--- src/hw/rtl/ultlc_pkg.sv ---
// ============================================================================
// ultlc_pkg
// Shared types, codes and calendar helpers for the Unix time to local
// calendar converter.
// ============================================================================
package ultlc_pkg;

  // Configuration register indexes
  localparam int unsigned CFG_IDX_W  = 1;
  localparam int unsigned CFG_DATA_W = 8;
  localparam logic [CFG_IDX_W-1:0] CFG_ZONE   = 1'd0;
  localparam logic [CFG_IDX_W-1:0] CFG_SUMMER = 1'd1;

  // Summer time modes
  localparam logic [1:0] MODE_NONE = 2'd0;
  localparam logic [1:0] MODE_EU   = 2'd1;
  localparam logic [1:0] MODE_US   = 2'd2;

  localparam int unsigned OUT_DATA_W = 48;
  localparam logic [11:0] EPOCH_YEAR = 12'd1970;
  localparam logic [3:0]  MONTH_MAR  = 4'd2;   // zero based month index
  localparam logic [3:0]  MONTH_OCT  = 4'd9;
  localparam logic [3:0]  MONTH_DEC  = 4'd11;

  // Operations of the shared constant divider
  typedef logic [2:0] div_op_t;
  localparam div_op_t OP_SEC = 3'd0;  // t      / 60
  localparam div_op_t OP_MIN = 3'd1;  // t/60   / 60
  localparam div_op_t OP_HR  = 3'd2;  // t/3600 / 24
  localparam div_op_t OP_WD  = 3'd3;  // (days + 4) mod 7
  localparam div_op_t OP_Y5A = 3'd4;  // (5y/4 + 4) mod 7
  localparam div_op_t OP_Y5B = 3'd5;  // (5y/4 + 1) mod 7

  localparam int unsigned DIV_CNT_W = 1;  // product step, then quotient and remainder

  typedef struct packed {
    logic    load;
    logic    div_start;
    logic    div_step;
    div_op_t div_op;
    logic    year_step;
    logic    month_step;
    logic    rule_apply;
    logic    out_load;
  } ultlc_cmd_t;

  typedef struct packed {
    logic div_last;
    logic year_fit;
    logic month_stop;
    logic summer_hit;
  } ultlc_sts_t;

  // Valid over 1970..2200, which covers the span the year walk can reach
  function automatic logic is_leap(input logic [11:0] year);
    is_leap = (year[1:0] == 2'd0) && (year != 12'd2100) && (year != 12'd2200);
  endfunction

  function automatic logic [4:0] month_len(input logic [3:0] m, input logic leap);
    logic [4:0] len;
    len = 5'd31;
    unique case (m)
      4'd1:    len = leap ? 5'd29 : 5'd28;
      4'd3:    len = 5'd30;
      4'd5:    len = 5'd30;
      4'd8:    len = 5'd30;
      4'd10:   len = 5'd30;
      default: len = 5'd31;
    endcase
    return len;
  endfunction

endpackage

--- src/hw/rtl/ultlc_dp.sv ---
// ============================================================================
// ultlc_dp
// Datapath: zone shift, reciprocal constant divider, year and month walk,
// summer time rule and the output register.
// ============================================================================
module ultlc_dp (
  input  logic                                 clk_i,
  input  logic                                 rst_ni,
  input  logic [31:0]                          in_data_i,
  input  logic [6:0]                           zone_i,
  input  ultlc_pkg::ultlc_cmd_t                cmd_i,
  output ultlc_pkg::ultlc_sts_t                sts_o,
  output logic [ultlc_pkg::OUT_DATA_W-1:0]     out_data_o,
  output logic                                 out_user_o
);

  logic [31:0] t_q;
  logic [31:0] dq_q;
  logic [63:0] prod_q;
  logic [ultlc_pkg::DIV_CNT_W-1:0] cnt_q;
  logic [5:0]  sec_q, min_q;
  logic [4:0]  hour_q;
  logic [15:0] days_q;
  logic [2:0]  wday_q, ra_q, rb_q;
  logic [11:0] year_q;
  logic [3:0]  month_q;
  logic        applied_q;
  logic [ultlc_pkg::OUT_DATA_W-1:0] out_data_q;
  logic        out_user_q;

  logic signed [16:0] zone_off;
  logic [6:0]  divisor;
  logic [31:0] recip;
  logic [31:0] div_src;
  logic [31:0] quo;
  logic [7:0]  qd_lo;
  logic [7:0]  rem_n;
  logic        leap;
  logic [8:0]  year_len;
  logic [4:0]  mlen;
  logic [13:0] y5;
  logic [4:0]  day;
  logic [9:0]  hd, thr_mar, thr_oct;

  assign zone_off = 17'(signed'(zone_i)) * 17'sd900;

  // Quotient = (n * ceil(2^s / d)) >> s, exact over the operand ranges used
  always_comb begin
    divisor = 7'd7;
    recip   = 32'd0;
    div_src = 32'd0;
    quo     = 32'd0;
    unique case (cmd_i.div_op)
      ultlc_pkg::OP_SEC: begin
        divisor = 7'd60;
        recip   = 32'h8888_8889;
        div_src = t_q;
        quo     = {5'd0, prod_q[63:37]};
      end
      ultlc_pkg::OP_MIN: begin
        divisor = 7'd60;
        recip   = 32'h8888_8889;
        div_src = dq_q;
        quo     = {5'd0, prod_q[63:37]};
      end
      ultlc_pkg::OP_HR: begin
        divisor = 7'd24;
        recip   = 32'hAAAA_AAAB;
        div_src = dq_q;
        quo     = {4'd0, prod_q[63:36]};
      end
      ultlc_pkg::OP_WD: begin
        divisor = 7'd7;
        recip   = 32'h9249_2493;
        div_src = 32'(days_q) + 32'd4;
        quo     = {2'd0, prod_q[63:34]};
      end
      ultlc_pkg::OP_Y5A: begin
        divisor = 7'd7;
        recip   = 32'h9249_2493;
        div_src = 32'(y5) + 32'd4;
        quo     = {2'd0, prod_q[63:34]};
      end
      ultlc_pkg::OP_Y5B: begin
        divisor = 7'd7;
        recip   = 32'h9249_2493;
        div_src = 32'(y5) + 32'd1;
        quo     = {2'd0, prod_q[63:34]};
      end
      default: begin
        divisor = 7'd7;
        recip   = 32'd0;
        div_src = 32'd0;
        quo     = 32'd0;
      end
    endcase
  end

  // Remainder is below 64, so the low byte of n - q*d is exact
  assign qd_lo = quo[7:0] * {1'b0, divisor};
  assign rem_n = dq_q[7:0] - qd_lo;

  assign leap     = ultlc_pkg::is_leap(year_q);
  assign year_len = leap ? 9'd366 : 9'd365;
  assign mlen     = ultlc_pkg::month_len(month_q, leap);

  // 5*y/4 and the last-Sunday hour thresholds
  assign y5      = (({2'b00, year_q} << 2) + {2'b00, year_q}) >> 2;
  assign day     = days_q[4:0] + 5'd1;
  assign hd      = 10'(hour_q) + (10'(day) << 4) + (10'(day) << 3);
  assign thr_mar = 10'd3 + (10'(5'd31 - 5'(ra_q)) << 4) + (10'(5'd31 - 5'(ra_q)) << 3);
  assign thr_oct = 10'd3 + (10'(5'd31 - 5'(rb_q)) << 4) + (10'(5'd31 - 5'(rb_q)) << 3);

  always_comb begin
    sts_o.div_last   = (cnt_q == '1);
    sts_o.year_fit   = days_q < 16'(year_len);
    sts_o.month_stop = (days_q < 16'(mlen)) || (month_q == ultlc_pkg::MONTH_DEC);
    priority if (month_q > ultlc_pkg::MONTH_MAR && month_q < ultlc_pkg::MONTH_OCT) begin
      sts_o.summer_hit = 1'b1;
    end else if (month_q == ultlc_pkg::MONTH_MAR) begin
      sts_o.summer_hit = hd >= thr_mar;
    end else if (month_q == ultlc_pkg::MONTH_OCT) begin
      sts_o.summer_hit = hd < thr_oct;
    end else begin
      sts_o.summer_hit = 1'b0;
    end
  end

  always_ff @(posedge clk_i or negedge rst_ni) begin
    if (!rst_ni) begin
      cnt_q <= '0;
    end else if (cmd_i.div_start) begin
      cnt_q <= '0;
    end else if (cmd_i.div_step) begin
      cnt_q <= cnt_q + 1'b1;
    end
  end

  always_ff @(posedge clk_i) begin
    if (cmd_i.load) begin
      t_q       <= in_data_i + 32'(zone_off);
      applied_q <= 1'b0;
    end
    if (cmd_i.rule_apply) begin
      t_q       <= t_q + 32'd3600;
      applied_q <= 1'b1;
    end
    if (cmd_i.div_start) begin
      dq_q <= div_src;
      if (cmd_i.div_op == ultlc_pkg::OP_SEC) begin
        year_q  <= ultlc_pkg::EPOCH_YEAR;
        month_q <= '0;
      end
    end
    if (cmd_i.div_step) begin
      if (sts_o.div_last) begin
        dq_q <= quo;
        unique case (cmd_i.div_op)
          ultlc_pkg::OP_SEC: sec_q <= rem_n[5:0];
          ultlc_pkg::OP_MIN: min_q <= rem_n[5:0];
          ultlc_pkg::OP_HR: begin
            hour_q <= rem_n[4:0];
            days_q <= quo[15:0];
          end
          ultlc_pkg::OP_WD:  wday_q <= rem_n[2:0] + 3'd1;
          ultlc_pkg::OP_Y5A: ra_q   <= rem_n[2:0];
          ultlc_pkg::OP_Y5B: rb_q   <= rem_n[2:0];
          default: ;
        endcase
      end else begin
        prod_q <= 64'(dq_q) * 64'(recip);
      end
    end
    if (cmd_i.year_step && !sts_o.year_fit) begin
      days_q <= days_q - 16'(year_len);
      year_q <= year_q + 12'd1;
    end
    if (cmd_i.month_step && !(days_q < 16'(mlen))) begin
      days_q <= days_q - 16'(mlen);
      if (month_q != ultlc_pkg::MONTH_DEC) begin
        month_q <= month_q + 4'd1;
      end
    end
    if (cmd_i.out_load) begin
      out_data_q <= {7'd0, sec_q, min_q, hour_q, wday_q, day, month_q + 4'd1, year_q};
      out_user_q <= applied_q;
    end
  end

  assign out_data_o = out_data_q;
  assign out_user_o = out_user_q;

endmodule

--- src/hw/rtl/ultlc_ctrl.sv ---
// ============================================================================
// ultlc_ctrl
// Controller: sequences the divider passes, the year and month walk, the
// summer time decision and the hand-off to the output register.
// ============================================================================
module ultlc_ctrl (
  input  logic                   clk_i,
  input  logic                   rst_ni,
  input  logic                   in_valid_i,
  output logic                   in_ready_o,
  output logic                   out_valid_o,
  input  logic                   out_ready_i,
  input  logic [1:0]             mode_i,
  input  ultlc_pkg::ultlc_sts_t  sts_i,
  output ultlc_pkg::ultlc_cmd_t  cmd_o
);

  localparam logic [2:0] ST_IDLE   = 3'd0;
  localparam logic [2:0] ST_DSTART = 3'd1;
  localparam logic [2:0] ST_DRUN   = 3'd2;
  localparam logic [2:0] ST_YEAR   = 3'd3;
  localparam logic [2:0] ST_MONTH  = 3'd4;
  localparam logic [2:0] ST_RULE   = 3'd5;
  localparam logic [2:0] ST_FIN    = 3'd6;

  logic [2:0] state_q, state_d;
  ultlc_pkg::div_op_t op_q, op_d;
  logic pass_q, pass_d;
  logic out_valid_q, out_valid_d;

  always_comb begin
    state_d     = state_q;
    op_d        = op_q;
    pass_d      = pass_q;
    cmd_o       = '0;
    cmd_o.div_op = op_q;
    in_ready_o  = 1'b0;
    out_valid_d = out_valid_q && !out_ready_i;

    unique case (state_q)
      ST_IDLE: begin
        in_ready_o = 1'b1;
        if (in_valid_i) begin
          cmd_o.load = 1'b1;
          op_d       = ultlc_pkg::OP_SEC;
          pass_d     = 1'b0;
          state_d    = ST_DSTART;
        end
      end
      ST_DSTART: begin
        cmd_o.div_start = 1'b1;
        state_d         = ST_DRUN;
      end
      ST_DRUN: begin
        cmd_o.div_step = 1'b1;
        if (sts_i.div_last) begin
          unique case (op_q)
            ultlc_pkg::OP_SEC: begin op_d = ultlc_pkg::OP_MIN; state_d = ST_DSTART; end
            ultlc_pkg::OP_MIN: begin op_d = ultlc_pkg::OP_HR;  state_d = ST_DSTART; end
            ultlc_pkg::OP_HR:  begin op_d = ultlc_pkg::OP_WD;  state_d = ST_DSTART; end
            ultlc_pkg::OP_WD:  state_d = ST_YEAR;
            ultlc_pkg::OP_Y5A: begin op_d = ultlc_pkg::OP_Y5B; state_d = ST_DSTART; end
            ultlc_pkg::OP_Y5B: state_d = ST_RULE;
            default:           state_d = ST_IDLE;
          endcase
        end
      end
      ST_YEAR: begin
        cmd_o.year_step = 1'b1;
        if (sts_i.year_fit) begin
          state_d = ST_MONTH;
        end
      end
      ST_MONTH: begin
        cmd_o.month_step = 1'b1;
        if (sts_i.month_stop) begin
          if (!pass_q && mode_i == ultlc_pkg::MODE_EU) begin
            op_d    = ultlc_pkg::OP_Y5A;
            state_d = ST_DSTART;
          end else begin
            state_d = ST_FIN;
          end
        end
      end
      ST_RULE: begin
        // Summer hour added: decode the shifted time once more
        if (sts_i.summer_hit) begin
          cmd_o.rule_apply = 1'b1;
          pass_d           = 1'b1;
          op_d             = ultlc_pkg::OP_SEC;
          state_d          = ST_DSTART;
        end else begin
          state_d = ST_FIN;
        end
      end
      ST_FIN: begin
        if (!out_valid_q || out_ready_i) begin
          cmd_o.out_load = 1'b1;
          out_valid_d    = 1'b1;
          state_d        = ST_IDLE;
        end
      end
      default: state_d = ST_IDLE;
    endcase
  end

  always_ff @(posedge clk_i or negedge rst_ni) begin
    if (!rst_ni) begin
      state_q     <= ST_IDLE;
      op_q        <= ultlc_pkg::OP_SEC;
      pass_q      <= 1'b0;
      out_valid_q <= 1'b0;
    end else begin
      state_q     <= state_d;
      op_q        <= op_d;
      pass_q      <= pass_d;
      out_valid_q <= out_valid_d;
    end
  end

  assign out_valid_o = out_valid_q;

endmodule

--- src/hw/rtl/unix_time_to_local_calendar.sv ---
// The time is taken apart by one shared constant divider that multiplies
// by a reciprocal: four passes per decode (60, 60, 24, weekday mod 7),
// then one step per year since 1970 and per month; European mode adds two
// mod 7 passes for the last-Sunday rule and, when summer time applies, a
// second decode of the shifted time. One item is in work at a time; a
// finished result sits in the output register, so the next item can be
// taken while it waits.
// ============================================================================
// unix_time_to_local_calendar
// Unix seconds to local Gregorian date and time with zone offset and
// European summer time.
// ============================================================================
module unix_time_to_local_calendar (
  input  logic                                  clk_i,
  input  logic                                  rst_ni,
  input  logic                                  s_axis_tvalid,
  output logic                                  s_axis_tready,
  input  logic [31:0]                           s_axis_tdata,   // [31:0] utc_seconds
  output logic                                  m_axis_tvalid,
  input  logic                                  m_axis_tready,
  // [11:0] year_full, [15:12] month_num, [20:16] day_of_month,
  // [23:21] weekday_num, [28:24] hour_num, [34:29] minute_num,
  // [40:35] second_num, [47:41] zero
  output logic [ultlc_pkg::OUT_DATA_W-1:0]      m_axis_tdata,
  output logic                                  m_axis_tuser,   // [0] summer_applied
  input  logic                                  cfg_valid_i,
  output logic                                  cfg_ready_o,
  input  logic [ultlc_pkg::CFG_IDX_W-1:0]       cfg_index_i,
  input  logic [ultlc_pkg::CFG_DATA_W-1:0]      cfg_data_i
);

  logic [6:0] zone_q;
  logic [1:0] mode_q;
  ultlc_pkg::ultlc_cmd_t cmd;
  ultlc_pkg::ultlc_sts_t sts;

  assign cfg_ready_o = 1'b1;

  always_ff @(posedge clk_i or negedge rst_ni) begin
    if (!rst_ni) begin
      zone_q <= '0;
      mode_q <= ultlc_pkg::MODE_NONE;
    end else if (cfg_valid_i) begin
      unique case (cfg_index_i)
        ultlc_pkg::CFG_ZONE:   zone_q <= cfg_data_i[6:0];
        ultlc_pkg::CFG_SUMMER: mode_q <= cfg_data_i[1:0];
        default: ;
      endcase
    end
  end

  ultlc_ctrl u_ctrl (
    .clk_i       (clk_i),
    .rst_ni      (rst_ni),
    .in_valid_i  (s_axis_tvalid),
    .in_ready_o  (s_axis_tready),
    .out_valid_o (m_axis_tvalid),
    .out_ready_i (m_axis_tready),
    .mode_i      (mode_q),
    .sts_i       (sts),
    .cmd_o       (cmd)
  );

  ultlc_dp u_dp (
    .clk_i      (clk_i),
    .rst_ni     (rst_ni),
    .in_data_i  (s_axis_tdata),
    .zone_i     (zone_q),
    .cmd_i      (cmd),
    .sts_o      (sts),
    .out_data_o (m_axis_tdata),
    .out_user_o (m_axis_tuser)
  );

endmodule

--- config.mk ---
export PLATFORM = sky130hd
export DESIGN_NAME = unix_time_to_local_calendar
export DESIGN_NICKNAME = d
export VERILOG_FILES = /design/src/hw/rtl/ultlc_pkg.sv /design/src/hw/rtl/ultlc_dp.sv /design/src/hw/rtl/ultlc_ctrl.sv /design/src/hw/rtl/unix_time_to_local_calendar.sv
export SDC_FILE = /design/constraint.sdc
export NUM_CORES = 2
export LEC_CHECK = 0
export ABC_CLOCK_PERIOD_IN_PS = 8950
export BUFFER_PORTS_ARGS = -buffer_cell sky130_fd_sc_hd__buf_2
export CORE_MARGIN = 5
export CORE_UTILIZATION = 35
export DETAILED_ROUTE_END_ITERATION = 7
export GPL_TIMING_DRIVEN = 0
export HOLD_SLACK_MARGIN = 0.08
export REMOVE_ABC_BUFFERS = 1
export SLEW_MARGIN = 30
export SYNTH_ARGS = -nofsm -noshare
export SYNTH_HDL_FRONTEND = slang
export SYNTH_SLANG_ARGS = --single-unit
export TNS_END_PERCENT = 100
--- constraint.sdc ---
create_clock -name clk_i -period 8.95 [get_ports clk_i]
set_clock_uncertainty 0.15 [all_clocks]
set_input_delay 0.895 -clock clk_i [delete_from_list [all_inputs] [get_ports clk_i]]
set_output_delay 0.895 -clock clk_i [all_outputs]
set_load 0.03 [all_outputs]
* Word-level counts from Yosys, hierarchy flattened
Index checks and enable logic that the tools add are counted.
Storage, ports and cells: output and inout port bits 52, logic and storage cells 192, bits of input ports 46, bits in registers 247
Operators by class: muxes and demuxes 61, add/subtract/negate cells 22, magnitude comparators 6, multiply operators 3, bitwise gates (word level) 2, equality and inequality tests 31, reductions and logical operators 45
Operators with widths (count):
- 32-bit two-way mux | 5
- 32-bit case mux with 5 select lines | 1
- 32-bit case mux with 3 select lines | 1
- 30-bit case mux with 3 select lines | 1
- 16-bit two-way mux | 5
- 32-bit by 32-bit multiplier with 64-bit output | 1
- 12-bit two-way mux | 3
- 3-bit two-way mux | 12
- 32-bit by 12-bit adder with 32-bit output, second input constant | 1
- 32-bit adder | 1
- 12-bit inequality test, second input constant | 2
- 3-bit case mux with 4 select lines | 2
- 3-bit AND reduction | 8
- 1-bit two-way mux | 21
- 3-bit case mux with 7 select lines | 1
- 10-bit adder | 2
- 2-bit by 10-bit adder with 10-bit output, first input constant | 2
- 16-bit by 3-bit adder with 17-bit output, second input constant | 1
- 4-bit equality test, second input constant | 4
- 16-bit by 5-bit < comparator with 1-bit output | 1
- 16-bit by 9-bit < comparator with 1-bit output | 1
- 4-bit two-way mux | 4
- 16-bit by 5-bit subtractor with 16-bit output | 1
- 16-bit by 9-bit subtractor with 16-bit output | 1
- 49 further kinds | 88

* Longest topological paths before layout
depth after elaboration 10, depth in mapped cells 35, gate-level depth less buffers 32

* Hierarchy
From an unflattened synthesis, not the netlist that was laid out.
Second synthesis, totals: cell total of the unflattened synthesis 3949, area total of the unflattened synthesis 37478.4 um^2
Modules (own cells, without submodules):
- ultlc_dp | instances 1, cells an instance 3851, area an instance 36384.9 um^2
- ultlc_ctrl | instances 1, cells an instance 75, area an instance 700.7 um^2
- unix_time_to_local_calendar | instances 1, cells an instance 23, area an instance 392.9 um^2

* Least setup slack after synthesis
No wires, ideal clock.
path kind reg2reg, start register u_ctrl.op_q[1], end register u_dp.prod_q[61] (data pin), path slack 0.719 ns, data required time 8.537 ns, clock period less this slack 8.231 ns, data arrival time 7.818 ns, buffers on the path 3, stages on the path, launching flop included 31, path through dfrtp_1 buf_2 nand2b_1 clkbuf_1 o21ai_1 clkbuf_1 nand2_1 nand2_1 ha_1 xor2_1 ha_1 inv_1 fa_1 fa_1 fa_1 inv_1 fa_1 fa_1 inv_1 fa_1 inv_1 ha_1 nand3_1 or2_2 or4_1 nand2b_1 o22ai_1 nor3_1 a41o_1 a311oi_1 xnor2_1
Between the ends: word-level cells in the longest chain between the ends 4, elaborated cells between the ends (all ways) 10
RTL lines:
- from (decl) | RTL line ultlc_ctrl.sv:27 | ultlc_pkg::div_op_t op_q, op_d;
- from (signal assigned) | RTL line ultlc_ctrl.sv:110 | op_q <= ultlc_pkg::OP_SEC;
- from (signal assigned) | RTL line ultlc_ctrl.sv:115 | op_q <= op_d;
- 3-bit by 2-bit equality test with 1-bit output (tied with other cells) | RTL line ultlc_dp.sv:53 | unique case (cmd_i.div_op)
- 3-bit OR reduction (no source line) or 2-bit OR reduction (tied branches)
- 32-bit case mux with 3 select lines * | RTL line ultlc_dp.sv:53
- 32-bit by 32-bit multiplier with 64-bit output * | RTL line ultlc_dp.sv:171 | prod_q <= 64'(dq_q) * 64'(recip);
- to (signal assigned) | RTL line ultlc_dp.sv:171
- to (decl) | RTL line ultlc_dp.sv:19 | logic [63:0] prod_q;
Every way passes the cells marked *; elsewhere a longest branch is shown, timed or not. A chain may end at the register's enable or synchronous reset.

* Worst setup path after layout
start register u_ctrl.op_q[1], end register u_dp.prod_q[63] (data pin)
The elaborated chain is that of the path after synthesis.

==> impl_metrics.env <==
export IMPL_min_period_ns=8.75
export IMPL_vias_per_cell=5.13
export IMPL_slowest_delay_ns=0.58
export IMPL_yosys_area_share_xor_xnor=0.0510
export IMPL_dr_total_vias=27800
export IMPL_muxShareOfSynthArea=0.00913
export IMPL_drive_above_1_share=0.0918
export IMPL_yosys_area_top_type_share=0.300
export IMPL_synthTopCellsByArea="fa_1 (30%), ha_1 (16%), edfxtp_1 (13%)"
export IMPL_antenna_found_initial=3
export IMPL_synth_top_family_by_area="adder cells"
export IMPL_rows=118
export IMPL_min_period_over_period=0.977
export IMPL_relSlewSlack=0.293
export IMPL_start_kind="flop"
export IMPL_slowest_stage="fa_1"
export IMPL_worstPathArrival_ns=8.87
export IMPL_cts_tree="yes"
export IMPL_crit_type="reg2reg"
export IMPL_r2r_start="u_ctrl.op_q[1]"
export IMPL_clk_latency_ns=0.56
export IMPL_io_buffers=88
export IMPL_nets=5098
export IMPL_hold_viol_final=0
export IMPL_synth_distinct_cells=85
export IMPL_synth_edf_count=158
export IMPL_worst_r2r_setup_slack_ns=0.20
export IMPL_synthArstFlopShare=0.0845
export IMPL_synthSimpleGateAreaFrac=0.108
export IMPL_die_w_um=334
export IMPL_numCtsBuffers=24
export IMPL_synth_fa_ha_area_frac=0.463
export IMPL_first_pass_iters=6
export IMPL_totalWireLength_mm=109
export IMPL_netlist_area_mm2=0.0367
export IMPL_initial_core_util=0.353
export IMPL_clock_sink_count=213
export IMPL_tightestPinTransition_ns=1.06
export IMPL_dr_first_iter_drc_count=2145
export IMPL_hpwl_mm=92.7
export IMPL_core_area_mm2=0.104
export IMPL_hold_class="in2async"
export IMPL_synthFlopType="edfxtp_1"
export IMPL_cts_root_buf="clkbuf_16"
export IMPL_crit_path_frequent_cell="fa_1"
export IMPL_syn_area_per_cell_um2=9.45
export IMPL_fin_util=0.393
export IMPL_ys_seq_area_frac=0.162
export IMPL_r2r_cells=28
export IMPL_synthCells=3886
export IMPL_status="complete, no violations"
export IMPL_setup_violations=0
export IMPL_area_delta_synth_final_pct=11.2
export IMPL_maxSlewViolCount=0
export IMPL_grt_first_pass_wirelength_mm=168
export IMPL_rr_endpoint="u_dp.prod_q[63]"
export IMPL_yosys_warnings=0
export IMPL_worst_ep_required_time_ns=9.07
export IMPL_drv_cap=0
export IMPL_grt_max_degree=44
export IMPL_wire_per_inst_um=20.1
export IMPL_maxClockFrequency_mhz=114
export IMPL_clk_pin_slew_worst_paths_ns=0.06
export IMPL_gp_congestion=0.949
export IMPL_ctsHtreeMaxLevel=1
export IMPL_antenna_left=0
export IMPL_cts_max_path_buffers=3
export IMPL_synth_largest_area_cell="fa_1"
export IMPL_grt_util_all_layers=0.193
export IMPL_synth_compound_area_frac=0.110
export IMPL_drcViolationCount=0
export IMPL_die_area_mm2=0.112
export IMPL_num_io_pins=98
export IMPL_critPathCaptureType="flop"
export IMPL_grt_pass1_vias=28100
export IMPL_ys_ff_latch=213
export IMPL_die_h_um=334
export IMPL_critPathMaxFanout=23
export IMPL_grt_overflow=0
==> worst max path at each step <==
stage                     slack, ns            from              end
after floorplan               -1.60  u_ctrl.op_q[1]  u_dp.prod_q[61]
after global placement        -7.49  u_ctrl.op_q[1]  u_dp.prod_q[49]
after detailed placement      -2.28  u_ctrl.op_q[0]  u_dp.prod_q[60]
after CTS                      0.02  u_ctrl.op_q[1]  u_dp.prod_q[61]
after global routing          -0.08  u_ctrl.op_q[1]  u_dp.prod_q[63]
final                          0.20  u_ctrl.op_q[1]  u_dp.prod_q[63]
==> what timing repair did <==
item,4_1_cts,5_1_grt
pin swaps,7,16
buffers inserted,22,14
resized for setup,61,63
hold buffers,0,0
setup endpoints to repair,30,23
endpoints found under the hold margin,0,0
cloned,4,0
==> metal layers <==
metal	vias up	share of wire	global-route usage
li1	12900	-	-
met2	903	0.45	0.304
met4	4	0.042	0.0670
met5	-	0.00026	0
met1	13900	0.45	0.277
met3	175	0.063	0.0226
==> synth_stat cells (9+ instances only) <==
cell,count
inv_1,824
fa_1,550
ha_1,479
nand2_1,271
a21oi_1,205
nor2_1,174
edfxtp_1,158
o21ai_0,129
xnor2_1,125
clkbuf_1,94
xor2_1,89
a21o_1,70
nand3_1,62
and3_1,51
nor3_1,45
and2_1,44
nor2b_1,38
dfxtp_1,37
or2_2,31
nand2b_1,29
a211oi_1,26
a221oi_1,25
mux2_2,20
nand4_1,19
a31oi_1,18
dfrtp_1,18
o22ai_1,18
o21bai_1,16
o211ai_1,15
o21a_1,14
o31ai_1,14
o221ai_1,13
a22oi_1,12
mux2i_1,11
nor4_1,10
buf_4,9
==> final cells by class <==
type | instances | area [um^2]
Clock inverter | 18 | 156
Sequential cell | 213 | 5950
Multi-Input combinational cell | 2814 | 28200
Clock buffer | 26 | 618
Fill cell | 10400 | 63100
Tap cell | 1380 | 1730
Antenna cell | 1 | 2.50
Timing Repair Buffer | 144 | 1120
Inverter | 826 | 3120
==> state kept, by name, indices dropped and copies added (netlist names), 2 cells and up <==
| register | flops |
|---|---|
| u_dp.dq_q | 32 |
| u_dp.rb_q | 3 |
| u_dp.year_q | 12 |
| zone_q | 7 |
| u_dp.days_q | 16 |
| mode_q | 2 |
| u_dp.prod_q | 30 |
| u_dp.hour_q | 5 |
| u_dp.month_q | 4 |
| u_ctrl.op_q | 3 |
| u_dp.out_data_o | 41 |
| u_dp.min_q | 6 |
| u_dp.wday_q | 3 |
| u_dp.sec_q | 6 |
| u_ctrl.state_q | 3 |
| u_dp.ra_q | 3 |
| u_dp.t_q | 32 |
==> through the flow <==
step                      cells  setup WS, ns  setup TNS, ns  hold slack (ns)  area [um^2]
after global placement     5319         -7.49        -219.61            0.254        38700
final                      5422         0.204              0            0.121        40900
after CTS                  5407        0.0241              0            0.113        40500
after detailed placement   5337         -2.28         -46.97            0.255        39200
after global routing       5421       -0.0785         -0.126            0.145        40900
after floorplan            3851         -1.60         -34.69            0.250        36600
==> cell families after synthesis <==
family | Yosys count
buffers and inverters | 943
multiplexers | 31
adder cells (fa/ha/maj) | 1029
other | 2
flip-flops | 213
XOR/XNOR | 214
AO/OA/AOI/OAI | 636
AND/OR/NAND/NOR | 818
==> cells in the final DEF, fill, tap and decap left out, types with 16 or more instances in the layout <==
cell type and count:
inv_1 819, fa_1 545, ha_1 466, nand2_1 250
a21oi_1 189, nor2_1 167, edfxtp_1 158, o21ai_0 126
xnor2_1 123, xor2_1 88, buf_2 88, conb_1 84
a21o_1 70, nand3_1 58, and3_1 50, nor3_1 40
and2_1 38, nor2b_1 37, dfxtp_1 37, buf_4 35
or2_2 31, nand2b_1 27, a221oi_1 25, clkbuf_16 24
a211oi_1 22, mux2_2 20, nand4_1 19, o22ai_1 18
nand2_2 16, a31oi_1 16
==> critical path: cells and delay by family, from the launching register on <==
family                     cells  cell delay, ns
xor gates and xnor gates       1            0.13
AOI/OAI and AO/OA              9            1.98
adders and majority gates      9            4.13
buffers and inverters          6            0.82
and+or+nand+nor                3            0.69
DFF                            1            0.51
Power is left out: the tool's default activity adds up to more than one toggle a clock period on the data nets, which glitch-free logic cannot reach.
